`src/rtl/rths_pkg.sv`:
```
// ----------------------------------------------------------------------------
// rths_pkg
// Shared types, codes and widths for the relay/triac hybrid switch sequencer.
// ----------------------------------------------------------------------------
package rths_pkg;

   // elapsed-time counter width (8 to 32)
   localparam int TIME_BITS   = 24;
   localparam int TICK_BITS   = 16;
   localparam int DELAY_BITS  = 24;
   localparam int SUM_BITS    = ((TIME_BITS > TICK_BITS) ? TIME_BITS : TICK_BITS) + 1;
   localparam int CMP_BITS    = (TIME_BITS > DELAY_BITS) ? TIME_BITS : DELAY_BITS;

   localparam int REQ_DATA_BITS = 8;
   localparam int RSP_DATA_BITS = 8;
   localparam int CSR_IDX_BITS  = 2;
   localparam int CSR_DATA_BITS = 24;

   // register indexes
   localparam logic [CSR_IDX_BITS-1:0] CSR_TICK_PERIOD   = 2'd0;
   localparam logic [CSR_IDX_BITS-1:0] CSR_RELAY_TOGGLE  = 2'd1;
   localparam logic [CSR_IDX_BITS-1:0] CSR_TRIAC_RELEASE = 2'd2;

   localparam logic [TICK_BITS-1:0] TICK_PERIOD_RESET = 16'd1;

   // channel status codes
   localparam logic [1:0] ST_OFF   = 2'd0;
   localparam logic [1:0] ST_ON    = 2'd1;
   localparam logic [1:0] ST_TRANS = 2'd2;

   // reported phase codes
   localparam logic [2:0] PC_IDLE      = 3'd0;
   localparam logic [2:0] PC_TRIAC_ON  = 3'd1;
   localparam logic [2:0] PC_RELAY_ON  = 3'd2;
   localparam logic [2:0] PC_RELAY_OFF = 3'd3;
   localparam logic [2:0] PC_TRIAC_OFF = 3'd4;

   typedef enum logic [4:0] {
      PH_IDLE      = 5'b00001,
      PH_TRIAC_ON  = 5'b00010,
      PH_RELAY_ON  = 5'b00100,
      PH_RELAY_OFF = 5'b01000,
      PH_TRIAC_OFF = 5'b10000
   } phase_type;

   typedef struct packed {
      logic [TICK_BITS-1:0]  tick_period;
      logic [DELAY_BITS-1:0] relay_toggle_delay;
      logic [DELAY_BITS-1:0] triac_release_delay;
   } cfg_type;

   typedef struct packed {
      logic [2:0] phase_now;
      logic [1:0] channel_status;
      logic       relay_drive;
      logic       triac_drive;
   } result_type;

   function automatic logic [2:0] phase_code(input phase_type ph);
      logic [2:0] code;
      case (ph)
         PH_TRIAC_ON:  code = PC_TRIAC_ON;
         PH_RELAY_ON:  code = PC_RELAY_ON;
         PH_RELAY_OFF: code = PC_RELAY_OFF;
         PH_TRIAC_OFF: code = PC_TRIAC_OFF;
         default:      code = PC_IDLE;
      endcase
      return code;
   endfunction

endpackage

```
`src/rtl/rths_csr.sv`:
```
// ----------------------------------------------------------------------------
// rths_csr
// Configuration register bank: tick period and the two transition delays.
// ----------------------------------------------------------------------------
module rths_csr (
   input  logic                               clock,
   input  logic                               reset,
   input  logic                               csr_valid,
   output logic                               csr_ready,
   input  logic [rths_pkg::CSR_IDX_BITS-1:0]  csr_index,
   input  logic [rths_pkg::CSR_DATA_BITS-1:0] csr_data,
   output rths_pkg::cfg_type                  cfg
);

   rths_pkg::cfg_type cfg_ff, cfg_in;

   assign csr_ready = 1'b1;
   assign cfg       = cfg_ff;

   always_comb begin
      cfg_in = cfg_ff;
      if (csr_valid) begin
         case (csr_index)
            rths_pkg::CSR_TICK_PERIOD:
               cfg_in.tick_period = csr_data[rths_pkg::TICK_BITS-1:0];
            rths_pkg::CSR_RELAY_TOGGLE:
               cfg_in.relay_toggle_delay = csr_data[rths_pkg::DELAY_BITS-1:0];
            rths_pkg::CSR_TRIAC_RELEASE:
               cfg_in.triac_release_delay = csr_data[rths_pkg::DELAY_BITS-1:0];
            default: ;  // unmapped index: ignored
         endcase
      end
   end

   always_ff @(posedge clock) begin
      if (reset) begin
         cfg_ff.tick_period         <= rths_pkg::TICK_PERIOD_RESET;
         cfg_ff.relay_toggle_delay  <= '0;
         cfg_ff.triac_release_delay <= '0;
      end else begin
         cfg_ff <= cfg_in;
      end
   end

endmodule

```
`src/rtl/rths_seq.sv`:
```
// ----------------------------------------------------------------------------
// rths_seq
// Phase sequencer: drive/status from the current phase, saturating elapsed
// counter, then phase advance. One word per cycle while accept is high.
// ----------------------------------------------------------------------------
module rths_seq (
   input  logic                   clock,
   input  logic                   reset,
   input  logic                   accept,
   input  logic                   wanted_on,
   input  rths_pkg::cfg_type      cfg,
   output rths_pkg::result_type   result
);

   rths_pkg::phase_type             phase_ff, phase_in;
   logic [rths_pkg::TIME_BITS-1:0]  elapsed_ff, elapsed_in;
   logic                            real_level_ff, real_level_in;

   logic [rths_pkg::SUM_BITS-1:0]   sum;
   logic [rths_pkg::TIME_BITS-1:0]  elapsed_step;
   logic                            toggle_due;
   logic                            release_due;
   logic                            triac;
   logic                            relay;
   logic [1:0]                      status;

   always_comb begin
      case (phase_ff)
         rths_pkg::PH_TRIAC_ON: begin
            triac  = 1'b1;
            relay  = real_level_ff;
            status = rths_pkg::ST_TRANS;
         end
         rths_pkg::PH_RELAY_ON: begin
            triac  = 1'b1;
            relay  = 1'b1;
            status = rths_pkg::ST_TRANS;
         end
         rths_pkg::PH_RELAY_OFF: begin
            triac  = 1'b1;
            relay  = 1'b0;
            status = rths_pkg::ST_TRANS;
         end
         rths_pkg::PH_TRIAC_OFF: begin
            triac  = 1'b0;
            relay  = wanted_on;
            status = wanted_on ? rths_pkg::ST_ON : rths_pkg::ST_OFF;
         end
         default: begin
            triac  = 1'b0;
            relay  = real_level_ff;
            status = real_level_ff ? rths_pkg::ST_ON : rths_pkg::ST_OFF;
         end
      endcase
   end

   // saturating add of the tick period
   always_comb begin
      sum = rths_pkg::SUM_BITS'(elapsed_ff) + rths_pkg::SUM_BITS'(cfg.tick_period);
      if (sum[rths_pkg::SUM_BITS-1:rths_pkg::TIME_BITS] != '0)
         elapsed_step = '1;
      else
         elapsed_step = sum[rths_pkg::TIME_BITS-1:0];
      toggle_due  = rths_pkg::CMP_BITS'(elapsed_step) >=
                    rths_pkg::CMP_BITS'(cfg.relay_toggle_delay);
      release_due = rths_pkg::CMP_BITS'(elapsed_step) >=
                    rths_pkg::CMP_BITS'(cfg.triac_release_delay);
   end

   always_comb begin
      phase_in      = phase_ff;
      elapsed_in    = elapsed_step;
      real_level_in = real_level_ff;
      case (phase_ff)
         rths_pkg::PH_IDLE: begin
            if (wanted_on != real_level_ff) begin
               phase_in   = rths_pkg::PH_TRIAC_ON;
               elapsed_in = '0;
            end
         end
         rths_pkg::PH_TRIAC_ON: begin
            if (toggle_due)
               phase_in = wanted_on ? rths_pkg::PH_RELAY_ON : rths_pkg::PH_RELAY_OFF;
         end
         rths_pkg::PH_RELAY_ON,
         rths_pkg::PH_RELAY_OFF: begin
            if (release_due)
               phase_in = rths_pkg::PH_TRIAC_OFF;
         end
         rths_pkg::PH_TRIAC_OFF: begin
            real_level_in = wanted_on;
            elapsed_in    = '0;
            phase_in      = rths_pkg::PH_IDLE;
         end
         default: phase_in = rths_pkg::PH_IDLE;
      endcase
   end

   assign result.triac_drive    = triac;
   assign result.relay_drive    = relay;
   assign result.channel_status = status;
   assign result.phase_now      = rths_pkg::phase_code(phase_in);

   always_ff @(posedge clock) begin
      if (reset) begin
         phase_ff      <= rths_pkg::PH_IDLE;
         elapsed_ff    <= '0;
         real_level_ff <= 1'b0;
      end else if (accept) begin
         phase_ff      <= phase_in;
         elapsed_ff    <= elapsed_in;
         real_level_ff <= real_level_in;
      end
   end

   // a level change from idle starts a fresh transition
   a_start: assert property (@(posedge clock) disable iff (reset)
      (accept && phase_ff == rths_pkg::PH_IDLE && wanted_on != real_level_ff)
      |=> (phase_ff == rths_pkg::PH_TRIAC_ON && elapsed_ff == '0))
      else $error("transition start did not clear the elapsed counter");

   // the real level only moves when leaving triac off
   a_latch: assert property (@(posedge clock) disable iff (reset)
      (real_level_ff != $past(real_level_ff))
      |-> ($past(accept) && $past(phase_ff) == rths_pkg::PH_TRIAC_OFF))
      else $error("real level changed outside triac-off phase");

endmodule

```
`src/rtl/rths_outbuf.sv`:
```
// ----------------------------------------------------------------------------
// rths_outbuf
// Two-entry result buffer (output register plus skid) so the input side
// keeps accepting while a result waits.
// ----------------------------------------------------------------------------
module rths_outbuf (
   input  logic                  clock,
   input  logic                  reset,
   input  logic                  in_valid,
   output logic                  in_ready,
   input  rths_pkg::result_type  in_data,
   output logic                  out_valid,
   input  logic                  out_ready,
   output rths_pkg::result_type  out_data
);

   logic                 out_valid_ff, out_valid_in;
   logic                 skid_valid_ff, skid_valid_in;
   rths_pkg::result_type out_data_ff, out_data_in;
   rths_pkg::result_type skid_data_ff, skid_data_in;
   logic                 take;
   logic                 put;

   assign in_ready  = !skid_valid_ff;
   assign out_valid = out_valid_ff;
   assign out_data  = out_data_ff;
   assign take      = out_valid_ff && out_ready;
   assign put       = in_valid && !skid_valid_ff;

   always_comb begin
      out_valid_in  = out_valid_ff;
      skid_valid_in = skid_valid_ff;
      out_data_in   = out_data_ff;
      skid_data_in  = skid_data_ff;
      if (skid_valid_ff) begin
         if (take) begin
            out_data_in   = skid_data_ff;
            skid_valid_in = 1'b0;
         end
      end else if (put) begin
         if (!out_valid_ff || take) begin
            out_data_in  = in_data;
            out_valid_in = 1'b1;
         end else begin
            skid_data_in  = in_data;
            skid_valid_in = 1'b1;
         end
      end else if (take) begin
         out_valid_in = 1'b0;
      end
   end

   always_ff @(posedge clock) begin
      if (reset) begin
         out_valid_ff  <= 1'b0;
         skid_valid_ff <= 1'b0;
      end else begin
         out_valid_ff  <= out_valid_in;
         skid_valid_ff <= skid_valid_in;
      end
      out_data_ff  <= out_data_in;
      skid_data_ff <= skid_data_in;
   end

   a_order: assert property (@(posedge clock) disable iff (reset)
      skid_valid_ff |-> out_valid_ff)
      else $error("skid entry held with empty output register");

   a_drain: assert property (@(posedge clock) disable iff (reset)
      (skid_valid_ff && take) |=> (out_valid_ff && !skid_valid_ff
                                   && out_data_ff == $past(skid_data_ff)))
      else $error("skid entry not moved to output register");

endmodule

```
`src/rtl/relay_triac_hybrid_switch_sequencer.sv`:
```
// ----------------------------------------------------------------------------
// relay_triac_hybrid_switch_sequencer
// Sequences a hybrid relay/triac switch: each input word is one tick with the
// wanted output level, each result word gives the drives and channel status.
// ----------------------------------------------------------------------------
// One result word per input word, in order. A word is taken every cycle
// while req_tready is high: the phase, elapsed-time and level registers
// update in the cycle of acceptance, and the result is registered in a
// two-entry result buffer (output register plus skid) that lets the request
// side keep going while the response side stalls; req_tready drops only
// when both entries are full. A level change fires the triac, switches the
// relay once relay_toggle_delay has elapsed, releases the triac once
// triac_release_delay has elapsed (both measured from the transition start,
// in units of tick_period per tick), then latches the new level. The
// elapsed counter saturates. Config writes are taken at once (csr_ready is
// tied high) and should be made while the block is idle.
// ----------------------------------------------------------------------------
module relay_triac_hybrid_switch_sequencer (
   input  logic                               clock,
   input  logic                               reset,
   // request: tdata[0] wanted_on, [7:1] zero
   input  logic                               req_tvalid,
   output logic                               req_tready,
   input  logic [rths_pkg::REQ_DATA_BITS-1:0] req_tdata,
   // response: tdata[0] triac_drive, [1] relay_drive,
   //           [3:2] channel_status, [6:4] phase_now, [7] zero
   output logic                               rsp_tvalid,
   input  logic                               rsp_tready,
   output logic [rths_pkg::RSP_DATA_BITS-1:0] rsp_tdata,
   // configuration: index 0 tick_period, 1 relay_toggle_delay,
   //                2 triac_release_delay
   input  logic                               csr_valid,
   output logic                               csr_ready,
   input  logic [rths_pkg::CSR_IDX_BITS-1:0]  csr_index,
   input  logic [rths_pkg::CSR_DATA_BITS-1:0] csr_data
);

   rths_pkg::cfg_type    cfg;
   rths_pkg::result_type seq_result;
   rths_pkg::result_type rsp_result;
   logic                 accept;

   assign accept = req_tvalid && req_tready;

   rths_csr u_csr (
      .clock     (clock),
      .reset     (reset),
      .csr_valid (csr_valid),
      .csr_ready (csr_ready),
      .csr_index (csr_index),
      .csr_data  (csr_data),
      .cfg       (cfg)
   );

   rths_seq u_seq (
      .clock     (clock),
      .reset     (reset),
      .accept    (accept),
      .wanted_on (req_tdata[0]),
      .cfg       (cfg),
      .result    (seq_result)
   );

   rths_outbuf u_outbuf (
      .clock     (clock),
      .reset     (reset),
      .in_valid  (req_tvalid),
      .in_ready  (req_tready),
      .in_data   (seq_result),
      .out_valid (rsp_tvalid),
      .out_ready (rsp_tready),
      .out_data  (rsp_result)
   );

   // result struct is packed with triac_drive in the lowest bit
   assign rsp_tdata = {1'b0, rsp_result};

endmodule
```
`config.mk`:
```
export PLATFORM = sky130hd
export DESIGN_NAME = relay_triac_hybrid_switch_sequencer
export DESIGN_NICKNAME = d
export VERILOG_FILES = /design/src/rtl/rths_pkg.sv /design/src/rtl/rths_csr.sv /design/src/rtl/rths_seq.sv /design/src/rtl/rths_outbuf.sv /design/src/rtl/relay_triac_hybrid_switch_sequencer.sv
export SDC_FILE = /design/constraint.sdc
export NUM_CORES = 1
export LEC_CHECK = 0
export BUFFER_PORTS_ARGS = -buffer_cell sky130_fd_sc_hd__buf_2
export CAP_MARGIN = 20
export CORE_MARGIN = 2
export CORE_UTILIZATION = 62
export CTS_CLUSTER_DIAMETER = 80
export DETAILED_ROUTE_END_ITERATION = 8
export GPL_TIMING_DRIVEN = 0
export PLACE_DENSITY = 0.9
export SLEW_MARGIN = 10
export SYNTH_ARGS = -nofsm -noshare
export SYNTH_HDL_FRONTEND = slang
export SYNTH_SLANG_ARGS = --single-unit
```
`constraint.sdc`:
```
create_clock -name clock -period 11.5 [get_ports clock]
set_clock_uncertainty 0.2 [all_clocks]
set_input_delay 1.725 -clock clock [delete_from_list [all_inputs] [get_ports clock]]
set_output_delay 1.725 -clock clock [all_outputs]
set_load 0.02 [all_outputs]
```
# After elaboration in Yosys (flattened, before gate mapping)
# Cells that the tools add are included.
# word_totals
reg_bits	110
word_cells	78
in_bits	39
# classes
n_reduce_logical	18
n_addsub	1
muxes	25
bitwise_logic	2
magnitude_cmp	2
n_eq_ne	14
# op_table
cell	count
24-bit greater-or-equal comparator	2
24-bit two-way mux	2
24-bit case mux with 2 select lines	1
7-bit two-way mux	4
24-bit by 16-bit adder with 25-bit output	1
5-bit two-way mux	3
5-bit case mux with 3 select lines	1
3-bit case mux with 4 select lines	1
5-bit by 2-bit equality test with 1-bit output (second input constant)	2
5-bit by 3-bit equality test with 1-bit output (second input constant)	2
5-bit by 4-bit equality test with 1-bit output (second input constant)	2
5-bit equality test (second input constant)	2
1-bit two-way mux	10
3-bit AND reduction	3
2-bit AND reduction	4
2-bit nonzero test	3
5-bit by 1-bit equality test with 1-bit output (second input constant)	1
4-bit two-way mux	1
2-bit case mux with 2 select lines	1
1-bit case mux with 3 select lines	1
3-bit OR reduction	1
2-bit by 1-bit equality test with 1-bit output (second input constant)	1
2-bit equality test (second input constant)	1
1-bit logical AND	2
other kinds (8)	10

# Longest topological paths before layout
# Gate-level depths: netlist of run 1.
# logic_depth
depth_word	10
depth_mapped	16
mapped_depth_nobuf	15

# By module
# From an unflattened synthesis of run 1, not the netlist that was laid out.
# unflattened
hier_cells	727
hier_area_um2	6810.3
# by_module_without_submodules
module	area_per_inst_um2	seq_area_each_um2	n_inst	cells_each
rths_seq	3534.6	600.6	1	448
rths_csr	2636.3	1281.2	1	241
rths_outbuf	621.8	460.4	1	35
relay_triac_hybrid_switch_sequencer	17.5	0.0	1	3

# Worst setup path after synthesis of run 1
# OpenSTA, ideal clock, no wires.
# synth_timing
path_kind	register -> register
startpoint	reg u_csr.cfg_ff, in the netlist u_csr.cfg[48]
endpoint	reg u_outbuf.out_data_ff, in the netlist u_outbuf.out_data[6] (data pin)
arrival_time_ps	3764
setup_ps	269
slack_ps	7267
synth_period_minus_slack_ps	4233
path_stages_with_launch	17
required_time_ps	11031
cell_sequence	dfxtp_1 > ha_1 > fa_1 > a21o_1 > a221o_2 > o211ai_4 > a211o_2 > buf_6 > and3_1 > a21oi_1 > ha_1 > and2_1 > a221o_1 > a221o_1 > a211oi_2 > nand2b_1 > o21ai_0
# synth_lines
item	line_no	text
start, declared	rths_csr.sv:15	rths_pkg::cfg_type cfg_ff, cfg_in;
start signal, assigned	rths_csr.sv:41	cfg_ff <= cfg_in;
end signal, assigned	rths_outbuf.sv:61	out_data_ff <= out_data_in;
end, declared	rths_outbuf.sv:19	rths_pkg::result_type out_data_ff, out_data_in;

==> qor.csv, run 1 <==
metric;value;unit
status;completed;
dr_total_vias;6225;
p_per_area;106.5;nW/um^2
critPathKind;reg -> reg;
synth_area;6650;sq um
num_rows;37;
drive_above_1_share;0.09740;
hold_ws;259.3;ps
period_share;0.4358;
drv_slew;0;
hold_viol;0;
grt_max_degree;18;
layout.nets;982;
worst_path_largest_cell_delay;490;ps
wl;16790;um
cts_root_buf;clkbuf_8;
htreeDepth;3;
async_reset_ff_frac;0;
switching_power;0.2251;mW
cpLargestDelayFamily;compound AO/OA/AOI/OAI gates;
p_clk_frac;0.294;
clock_latency;390;ps
worstPathArrival;5050;ps
ir_drop;0.08774;mV
hold_class;reg -> reg;
combPwrFrac;0.173;
core;10370;sq um
seq_power_share;0.533;
p_leak;2.976;nW
hpwl;12630;um
cts_resized;0;
design.die.area;11570;sq um
portBuffers;39;
fmax;0.1996;GHz
grt_overflow;0;
grt_pass1_wl;27350;um
ant_nets;0;
syn-num-nets;932;
clock-sinks;110;
grt_pass1_vias;5896;
num_antenna_cells;0;
yosysTopAreaCell;dfxtp_1;
total_power;0.7664;mW
finalSetupTns;0;ps
dr.pass1.iters;6;
end_kind;register;
wl_per_cell;16.48;um
switching_share;0.2937;
start_util;0.6413;
synthCells;828;
gp_congestion;0.9685;
synth_top_cells_by_area;dfxtp_1, ha_1, nand2_1;
grt_util_all_layers;0.2991;
rsz0062_at_grt;no;
synth_top_cell_area_share;0.2890;
path_buf_inv;1;
path_clk_slew;110;ps
setup_viol;0;
path_max_fanout;10;
synth.avg_cell_area;8.032;sq um
ys_warn_count;0;
crit_slowest_cell;a211oi_2;
post_cts_buffers;0;
synth-seq-cells;110;
power.internal;0.5413;mW
synth_ff_type;dfxtp_1;
tightestPinTransition;915.9;ps
drtIter0Drc;549;
maxCapViolCount;0;
critPathLaunchType;register;
die-height;107.6;um
die_w;107.6;um
yosysSeqAreaShare;0.3522;
crit_required;11540;ps
area_growth;8.166;%
synth_edf_count;14;
relSlewSlack;0.3881;
antenna_found_initial;0;
synth.distinct_cells;74;
worstPathCellList;ha_1 -> a211oi_1 -> o211ai_1 -> a311oi_2 -> a22oi_2 -> buf_2 -> and3_1 -> a21oi_1 -> ha_1 -> and2_1 -> a221o_1 -> a221o_1 -> a211oi_2 -> nand3_1 -> a32oi_1;
cts_tree;done;
period_needed;5011;ps
cts-hold-fix-buffers;0;
fillers;841;
avgViaCountPerCell;6.109;
cts_inserted_buffers;9;
io_pins;50;
drc;0;
clockBufferDepth;2;
state kept, by name, indices dropped and copies added (netlist names):
name / count
u_outbuf.skid_valid_ff: 1
u_seq.elapsed_ff: 24
u_outbuf.out_valid: 1
u_seq.real_level_ff: 1
u_seq.phase_ff: 5
u_csr.cfg: 64
u_outbuf.skid_data_ff: 7
u_outbuf.out_data: 7
worst reg2reg max path: stages (launching register included):
cell	delay, ps
dfxtp_1	340
ha_1	370
a211oi_1	360
o211ai_1	250
a311oi_2	390
a22oi_2	190
buf_2	240
and3_1	200
a21oi_1	260
ha_1	300
and2_1	160
a221o_1	300
a221o_1	380
a211oi_2	490
nand3_1	190
a32oi_1	240
cells in the mapped netlist (all sizes together), types with 11 or more instances:
library cell / number
a211oi: 16
a21o: 16
a21oi: 94
a22o: 11
buf: 11
clkbuf: 35
dfxtp: 96
edfxtp: 14
ha: 64
inv: 62
nand2: 180
nand3: 20
nor2: 22
nor3: 11
o211ai: 11
o21ai: 31
path summary, 6_finish.rpt:
kind,startpoint,end,slack (ps),depth (start not counted)
worst max-delay path,u_csr.cfg[54]$_SDFFE_PP0P_,u_outbuf.out_data[4]$_DFFE_PP_,6490,15
worst min-delay path,u_csr.cfg[8]$_SDFFE_PP0P_,u_csr.cfg[8]$_SDFFE_PP0P_,260,2
worst max register to register,u_csr.cfg[54]$_SDFFE_PP0P_,u_outbuf.out_data[4]$_DFFE_PP_,6490,15
worst min register to register,u_csr.cfg[8]$_SDFFE_PP0P_,u_csr.cfg[8]$_SDFFE_PP0P_,260,2
logic make-up (layout without fill, tap and decap cells):
kind of cell               Yosys count  after routing  share of synthesized area
and+or+nand+nor                    290            290                     0.1972
buffers and inverters              109            164                    0.06736
adders and majority gates           65             65                     0.1234
DFF                                110            110                     0.3522
xor gates and xnor gates            15             15                    0.01975
muxes                                7              7                    0.01166
AOI/OAI and AO/OA                  230            230                     0.2273
other                                2              2                   0.001129
layer usage:
metal / GRT usage / wire [um] / part of all wire / up-vias
met3: 0.04419 / 1304 / 0.078 / 55
li1: - / - / - / 3007
met5: 0 / 0 / 0 / -
met4: 0.1319 / 638 / 0.038 / 0
met1: 0.3912 / 7128 / 0.42 / 2894
met2: 0.4906 / 7718 / 0.46 / 269
layout make-up:
class | count | area, sq um | share of cell area
timing repair buffer | 39 | 195.2 | 0.02714
clock buffer | 13 | 158.9 | 0.02209
inverter | 63 | 236.5 | 0.03288
sequential | 110 | 2342 | 0.3256
tap | 136 | 170.2 | 0.02366
multi-input combinational | 609 | 3860 | 0.5366
buffer | 46 | 211.5 | 0.02940
clock inverter | 3 | 18.77 | 0.002609
through the flow:
stage | cell area (sq um) | std cells | utilization | setup WS (ps)
after global routing | 7193 | 1019 | 0.6937 | 6219
after detailed placement | 7015 | 1003 | 0.6765 | 6567
after CTS | 7193 | 1019 | 0.6937 | 6572
after floorplan | 6650 | 828 | - | 7267
final | 7193 | 1019 | 0.6937 | 6489
after global placement | 7015 | 1003 | 0.6765 | 6655
layout by cell type (no fill, tap or decap), drive strengths merged, types with 4 or more instances in the layout:
cell / n
nor2: 22
o21a: 4
and3: 10
buf: 50
a31oi: 5
o21ai: 31
edfxtp: 14
clkbuf: 48
mux2: 6
a22o: 11
nor3: 11
ha: 64
a21o: 16
xnor2: 10
a22oi: 4
nor2b: 7
a221o: 5
nand3: 20
a21oi: 94
nand2b: 7
inv: 63
nor4: 6
dfxtp: 96
nand2: 180
xor2: 5
o211ai: 11
a211o: 5
nand4: 8
a211oi: 16
power groups by stage:
stage               Combinational, mW  Clock (mW)  Sequential [mW]
global placement                0.124           0            0.416
global route                    0.144       0.238            0.410
detailed placement              0.128           0            0.417
finish                          0.133       0.225            0.408
CTS                             0.129       0.224            0.408
floorplan                      0.0845           0            0.419
No activity file was read; power rests on OpenSTA's default activity.
==> inputs of run 2 (changes only) <==
--- a/config.mk
+++ b/config.mk
@@ -8,11 +8,11 @@
 export BUFFER_PORTS_ARGS = -buffer_cell sky130_fd_sc_hd__buf_2
 export CAP_MARGIN = 20
 export CORE_MARGIN = 2
-export CORE_UTILIZATION = 62
+export CORE_UTILIZATION = 61
 export CTS_CLUSTER_DIAMETER = 80
 export DETAILED_ROUTE_END_ITERATION = 8
 export GPL_TIMING_DRIVEN = 0
-export PLACE_DENSITY = 0.9
+export PLACE_DENSITY = 0.89
 export SLEW_MARGIN = 10
 export SYNTH_ARGS = -nofsm -noshare
 export SYNTH_HDL_FRONTEND = slang
==> constraint.sdc (replaced) <==
create_clock -name clock -period 5.22 [get_ports clock]
set_clock_uncertainty 0.2 [all_clocks]
set_input_delay 0.783 -clock clock [delete_from_list [all_inputs] [get_ports clock]]
set_output_delay 0.783 -clock clock [all_outputs]
set_load 0.02 [all_outputs]
==> run 2 against run 1 <==
Total power is 130% higher. Largest power group unchanged. Critical path type unchanged. Worst hold slack worse by 1.6 ps. Highest routed layer unchanged. Utilization down 2.1 points. First-iteration DRC count rose by 2.6%.
==> qor.csv, run 2 (same netlist as run 1, synthesis figures left out) <==
metric;value;unit
io_pins;50;
reg2reg_slack;210;ps
ant_nets;0;
dr.pass1.iters;6;
period_share;0.9596;
gr-usage-met3;0.03918;
setup_viol;0;
finalSetupTns;0;ps
num_antenna_cells;0;
critPathLaunchType;register;
utilization;0.6730;
cts_tree;done;
clock_latency;390;ps
dr_total_vias;6211;
grt_pass1_wl;27720;um
tightestPinTransition;874.5;ps
cts_inserted_buffers;9;
hold_class;reg -> reg;
fmax;0.1996;GHz
path_clk_slew;100;ps
antenna_found_initial;0;
relSlewSlack;0.4158;
layout.nets;982;
die_w;108.4;um
hpwl;12730;um
start_util;0.6189;
wl;17070;um
post_cts_buffers;0;
maxCapViolCount;0;
grt_overflow;0;
num_rows;38;
layout_commonest_cell;nand2_1;
die-height;108.4;um
end_kind;register;
wl_per_cell;16.68;um
design.die.area;11750;sq um
period_needed;5009;ps
portBuffers;39;
grtUsageMet1;0.4234;
hold_ws;257.7;ps
largest_register_ffs;64;
htreeDepth;3;
worstPathArrival;5110;ps
final_cell_mix;nand2_1, dfxtp_1, a21oi_1, ha_1, inv_1;
critPathKind;reg -> reg;
path_max_fanout;6;
grt_max_degree;18;
area_growth;8.749;%
cts_root_buf;clkbuf_8;
core;10750;sq um
drv_slew;0;
clock-sinks;110;
drive_above_1_share;0.09740;
clockBufferDepth;2;
status;completed;
gp_congestion;0.9295;
avgViaCountPerCell;6.071;
met2_usage;0.4723;
p_per_area;241.8;nW/um^2
drtIter0Drc;563;
top_usage_layer;met2;
grt_pass1_vias;5703;
ir_drop;0.1666;mV
crit_required;5320;ps
drc;0;
p_leak;2.988;nW
grt_util_all_layers;0.3028;
rsz0062_at_grt;no;
cts-hold-fix-buffers;0;
hold_viol;0;
==> run 2: cell types whose count changed in the layout (fill, tap and decap cells not counted), sizes merged <==
cell	delta
inv	-1
bufinv	+1
==> run 2: final cells by class <==
cell class,count,area (sq um)
repair buffers,39,195.2
fillers,899,3513
inverters,63,236.5
well taps,140,175.2
flip-flops and latches,110,2342
clock buffers,13,158.9
multi-input cells,609,3869
clock inverters,3,43.79
plain buffers,46,211.5
==> run 2: routing by layer <==
layer,vias to the layer above,routed length (um)
met4,0,614
li1,3012,-
met5,-,0
met1,2870,7230
met3,48,1535
met2,281,7687
==> run 2: what timing repair did <==
| action | in CTS | in global routing |
|---|---|---|
| gates resized for setup | 0 | 2 |
| setup endpoints to repair | 0 | 2 |
| endpoints found under the hold margin | 0 | 0 |
==> run 2: power breakdown <==
part           internal (mW)  switching, mW
clock network          0.249          0.301
logic                  0.110          0.189
registers              0.885         0.0141
total                   1.24          0.504
==> run 2: stage by stage <==
stage | total power [mW] | instances | setup slack, ps | instance area (sq um)
2_1_floorplan | 1.109 | 828 | 987.1 | 6650
6_report | 1.748 | 1023 | 211.0 | 7232
4_1_cts | 1.729 | 1023 | 319.4 | 7223
5_1_grt | 1.806 | 1023 | 23.82 | 7232
3_5_place_dp | 1.201 | 1007 | 329.8 | 7020
3_3_place_gp | 1.189 | 1007 | 365.3 | 7020
==> run 2: final timing paths <==
path,start,end,cells past startpoint
hold / removal,u_csr.cfg[4]$_SDFFE_PP0P_,u_csr.cfg[4]$_SDFFE_PP0P_,2
setup / recovery,u_csr.cfg[48]$_SDFFE_PP1P_,u_seq.phase_ff[4]$_SDFFE_PP0P_,15
hold reg to reg,u_csr.cfg[4]$_SDFFE_PP0P_,u_csr.cfg[4]$_SDFFE_PP0P_,2
setup reg to reg,u_csr.cfg[48]$_SDFFE_PP1P_,u_seq.phase_ff[4]$_SDFFE_PP0P_,15
==> run 2: worst max-delay path, stage by stage (launching register included) <==
cell	delay [ps]
dfxtp_1	330
ha_1	240
fa_1	410
a21o_1	220
a221o_2	430
o211a_1	270
o21ai_0	360
nand2_1	90
mux2_2	320
ha_1	310
and4_1	220
nand4_1	200
a2111oi_1	650
a211oi_4	200
nand2b_1	250
o31ai_1	250
==> inputs of run 3 (changes only) <==
--- a/config.mk
+++ b/config.mk
@@ -12,7 +12,7 @@
 export CTS_CLUSTER_DIAMETER = 80
 export DETAILED_ROUTE_END_ITERATION = 8
 export GPL_TIMING_DRIVEN = 0
-export PLACE_DENSITY = 0.89
+export PLACE_DENSITY = 0.9
 export SLEW_MARGIN = 10
 export SYNTH_ARGS = -nofsm -noshare
 export SYNTH_HDL_FRONTEND = slang
==> run 3 against run 2 <==
Sequential share of layout area rose by 0.24 points. Cell count did not move. Combinational power fell by 1%. Non-clock buffer count did not move. Worst setup slack got worse by 94 ps. Sequential cell count did not move. Global-route usage rose by 0.68 points. Count of clock-buffer cells in the layout fell by 1. Critical path type unchanged. Largest power group unchanged.
==> qor.csv, run 3 (same netlist as run 1, synthesis figures left out) <==
metric;value;unit
status;completed;
gp_congestion;0.9459;
core;10750;sq um
path_max_fanout;6;
drv_slew;0;
hold_class;reg -> reg;
clock_latency;390;ps
p_leak;2.966;nW
p_per_area;232.7;nW/um^2
clock-sinks;110;
drc;0;
largest_register_ffs;64;
crit_required;5330;ps
wl;17480;um
avgViaCountPerCell;6.190;
num_antenna_cells;0;
die-height;108.4;um
antenna_found_initial;0;
ir_drop;0.1787;mV
stdcell_count;1023;
grt_pass1_wl;28590;um
r2r-end;u_seq.phase_ff[4]$_SDFFE_PP0P_;
min_from;u_csr.cfg[9]$_SDFFE_PP0P_;
grt_max_degree;18;
num_rows;38;
rr_startpoint;u_csr.cfg[48]$_SDFFE_PP1P_;
cts_tree;done;
design.die.area;11750;sq um
grt_pass1_vias;5979;
hold_viol;0;
layout_commonest_cell;nand2_1;
drive_above_1_share;0.09626;
reg2reg_depth;15;
area_growth;7.959;%
clockBufferDepth;2;
grt_overflow;0;
cts_inserted_buffers;9;
reg2reg_slack;120;ps
critPathLaunchType;register;
hold_ws;261.0;ps
hold_end;u_csr.cfg[9]$_SDFFE_PP0P_;
grt_util_all_layers;0.3097;
wl_per_cell;17.09;um
critPathKind;reg -> reg;
post_cts_buffers;0;
period_needed;5103;ps
start_util;0.6189;
finalSetupTns;0;ps
fmax;0.1960;GHz
hpwl;12980;um
cts-hold-fix-buffers;0;
die_w;108.4;um
path_clk_slew;110;ps
setup_viol;0;
period_share;0.9775;
maxCapViolCount;0;
ant_nets;0;
io_pins;50;
dr.pass1.iters;5;
rsz0062_at_grt;no;
cts_root_buf;clkbuf_8;
dp_cells;1007;
worst_path_largest_cell_delay;650;ps
worstPathCellList;ha_1 -> fa_1 -> a21o_1 -> a221o_2 -> o221ai_1 -> nor3b_1 -> a311oi_1 -> nand2_1 -> ha_1 -> and4_1 -> nand2_1 -> a2111oi_0 -> a211oi_2 -> nand2b_1 -> o31ai_1;
hold_depth;2;
portBuffers;39;
final_cell_mix;nand2_1, dfxtp_1, a21oi_1, ha_1, inv_1;
worstPathArrival;5210;ps
tightestPinTransition;889.2;ps
drtIter0Drc;542;
cts_resized;0;
relSlewSlack;0.4059;
end_kind;register;
htreeDepth;3;
dr_total_vias;6332;
layout.nets;982;
crit_slowest_cell;a2111oi_0;
## run 3: cell type report
type                       count  area (sq um)
clock buffer                  12         135.1
fill                         899          3566
inverter                      63         236.5
buffer                        46         211.5
timing repair buffer          39         195.2
multi-input combinational    609          3860
tap                          140         175.2
clock inverter                 4         23.77
sequential                   110          2342
## run 3: where the power goes
| part | internal, mW | switching, mW | leakage [nW] |
|---|---|---|---|
| combinational | 0.107 | 0.188 | 1.97 |
| sequential | 0.885 | 0.0153 | 0.916 |
| clock | 0.174 | 0.300 | 0.0845 |
## run 3: through the flow
stage / power, mW / util / worst slack (ps) / instance area [sq um]
after floorplan: 1.109 / - / 987.1 / 6650
after CTS: 1.656 / 0.6681 / 327.3 / 7179
final: 1.670 / 0.6681 / 117.2 / 7179
after global placement: 1.189 / 0.6534 / 396.9 / 7020
after detailed placement: 1.203 / 0.6534 / 356.1 / 7020
after global routing: 1.732 / 0.6681 / 80.00 / 7179
## run 3: layer usage
layer / track usage / vias to the layer above / routed length (um)
li1: - / 3014 / -
met1: 0.4074 / 2950 / 7255
met2: 0.4982 / 317 / 8106
met3: 0.05847 / 51 / 1553
met4: 0.1300 / 0 / 567
met5: 0 / - / 0
## run 3: how the worst max path moves through the flow
stage	cells after the start	from	slack, ps	end
floorplan	16	u_csr.cfg[48]$_SDFFE_PP1P_	990	u_outbuf.out_data[6]$_DFFE_PP_
global placement	16	u_csr.cfg[48]$_SDFFE_PP1P_	400	u_outbuf.out_data[6]$_DFFE_PP_
detailed placement	16	u_csr.cfg[48]$_SDFFE_PP1P_	360	u_seq.phase_ff[4]$_SDFFE_PP0P_
CTS	16	u_csr.cfg[48]$_SDFFE_PP1P_	330	u_seq.phase_ff[4]$_SDFFE_PP0P_
global route	16	u_csr.cfg[48]$_SDFFE_PP1P_	80	u_outbuf.out_data[6]$_DFFE_PP_
finish	15	u_csr.cfg[48]$_SDFFE_PP1P_	120	u_seq.phase_ff[4]$_SDFFE_PP0P_
## run 3: critical path: cells and delay by family (launching register included)
family	cells	cell delay (ps)
fa+ha+maj	3	970
simple gates	5	820
flops	1	340
compound gates	7	2690
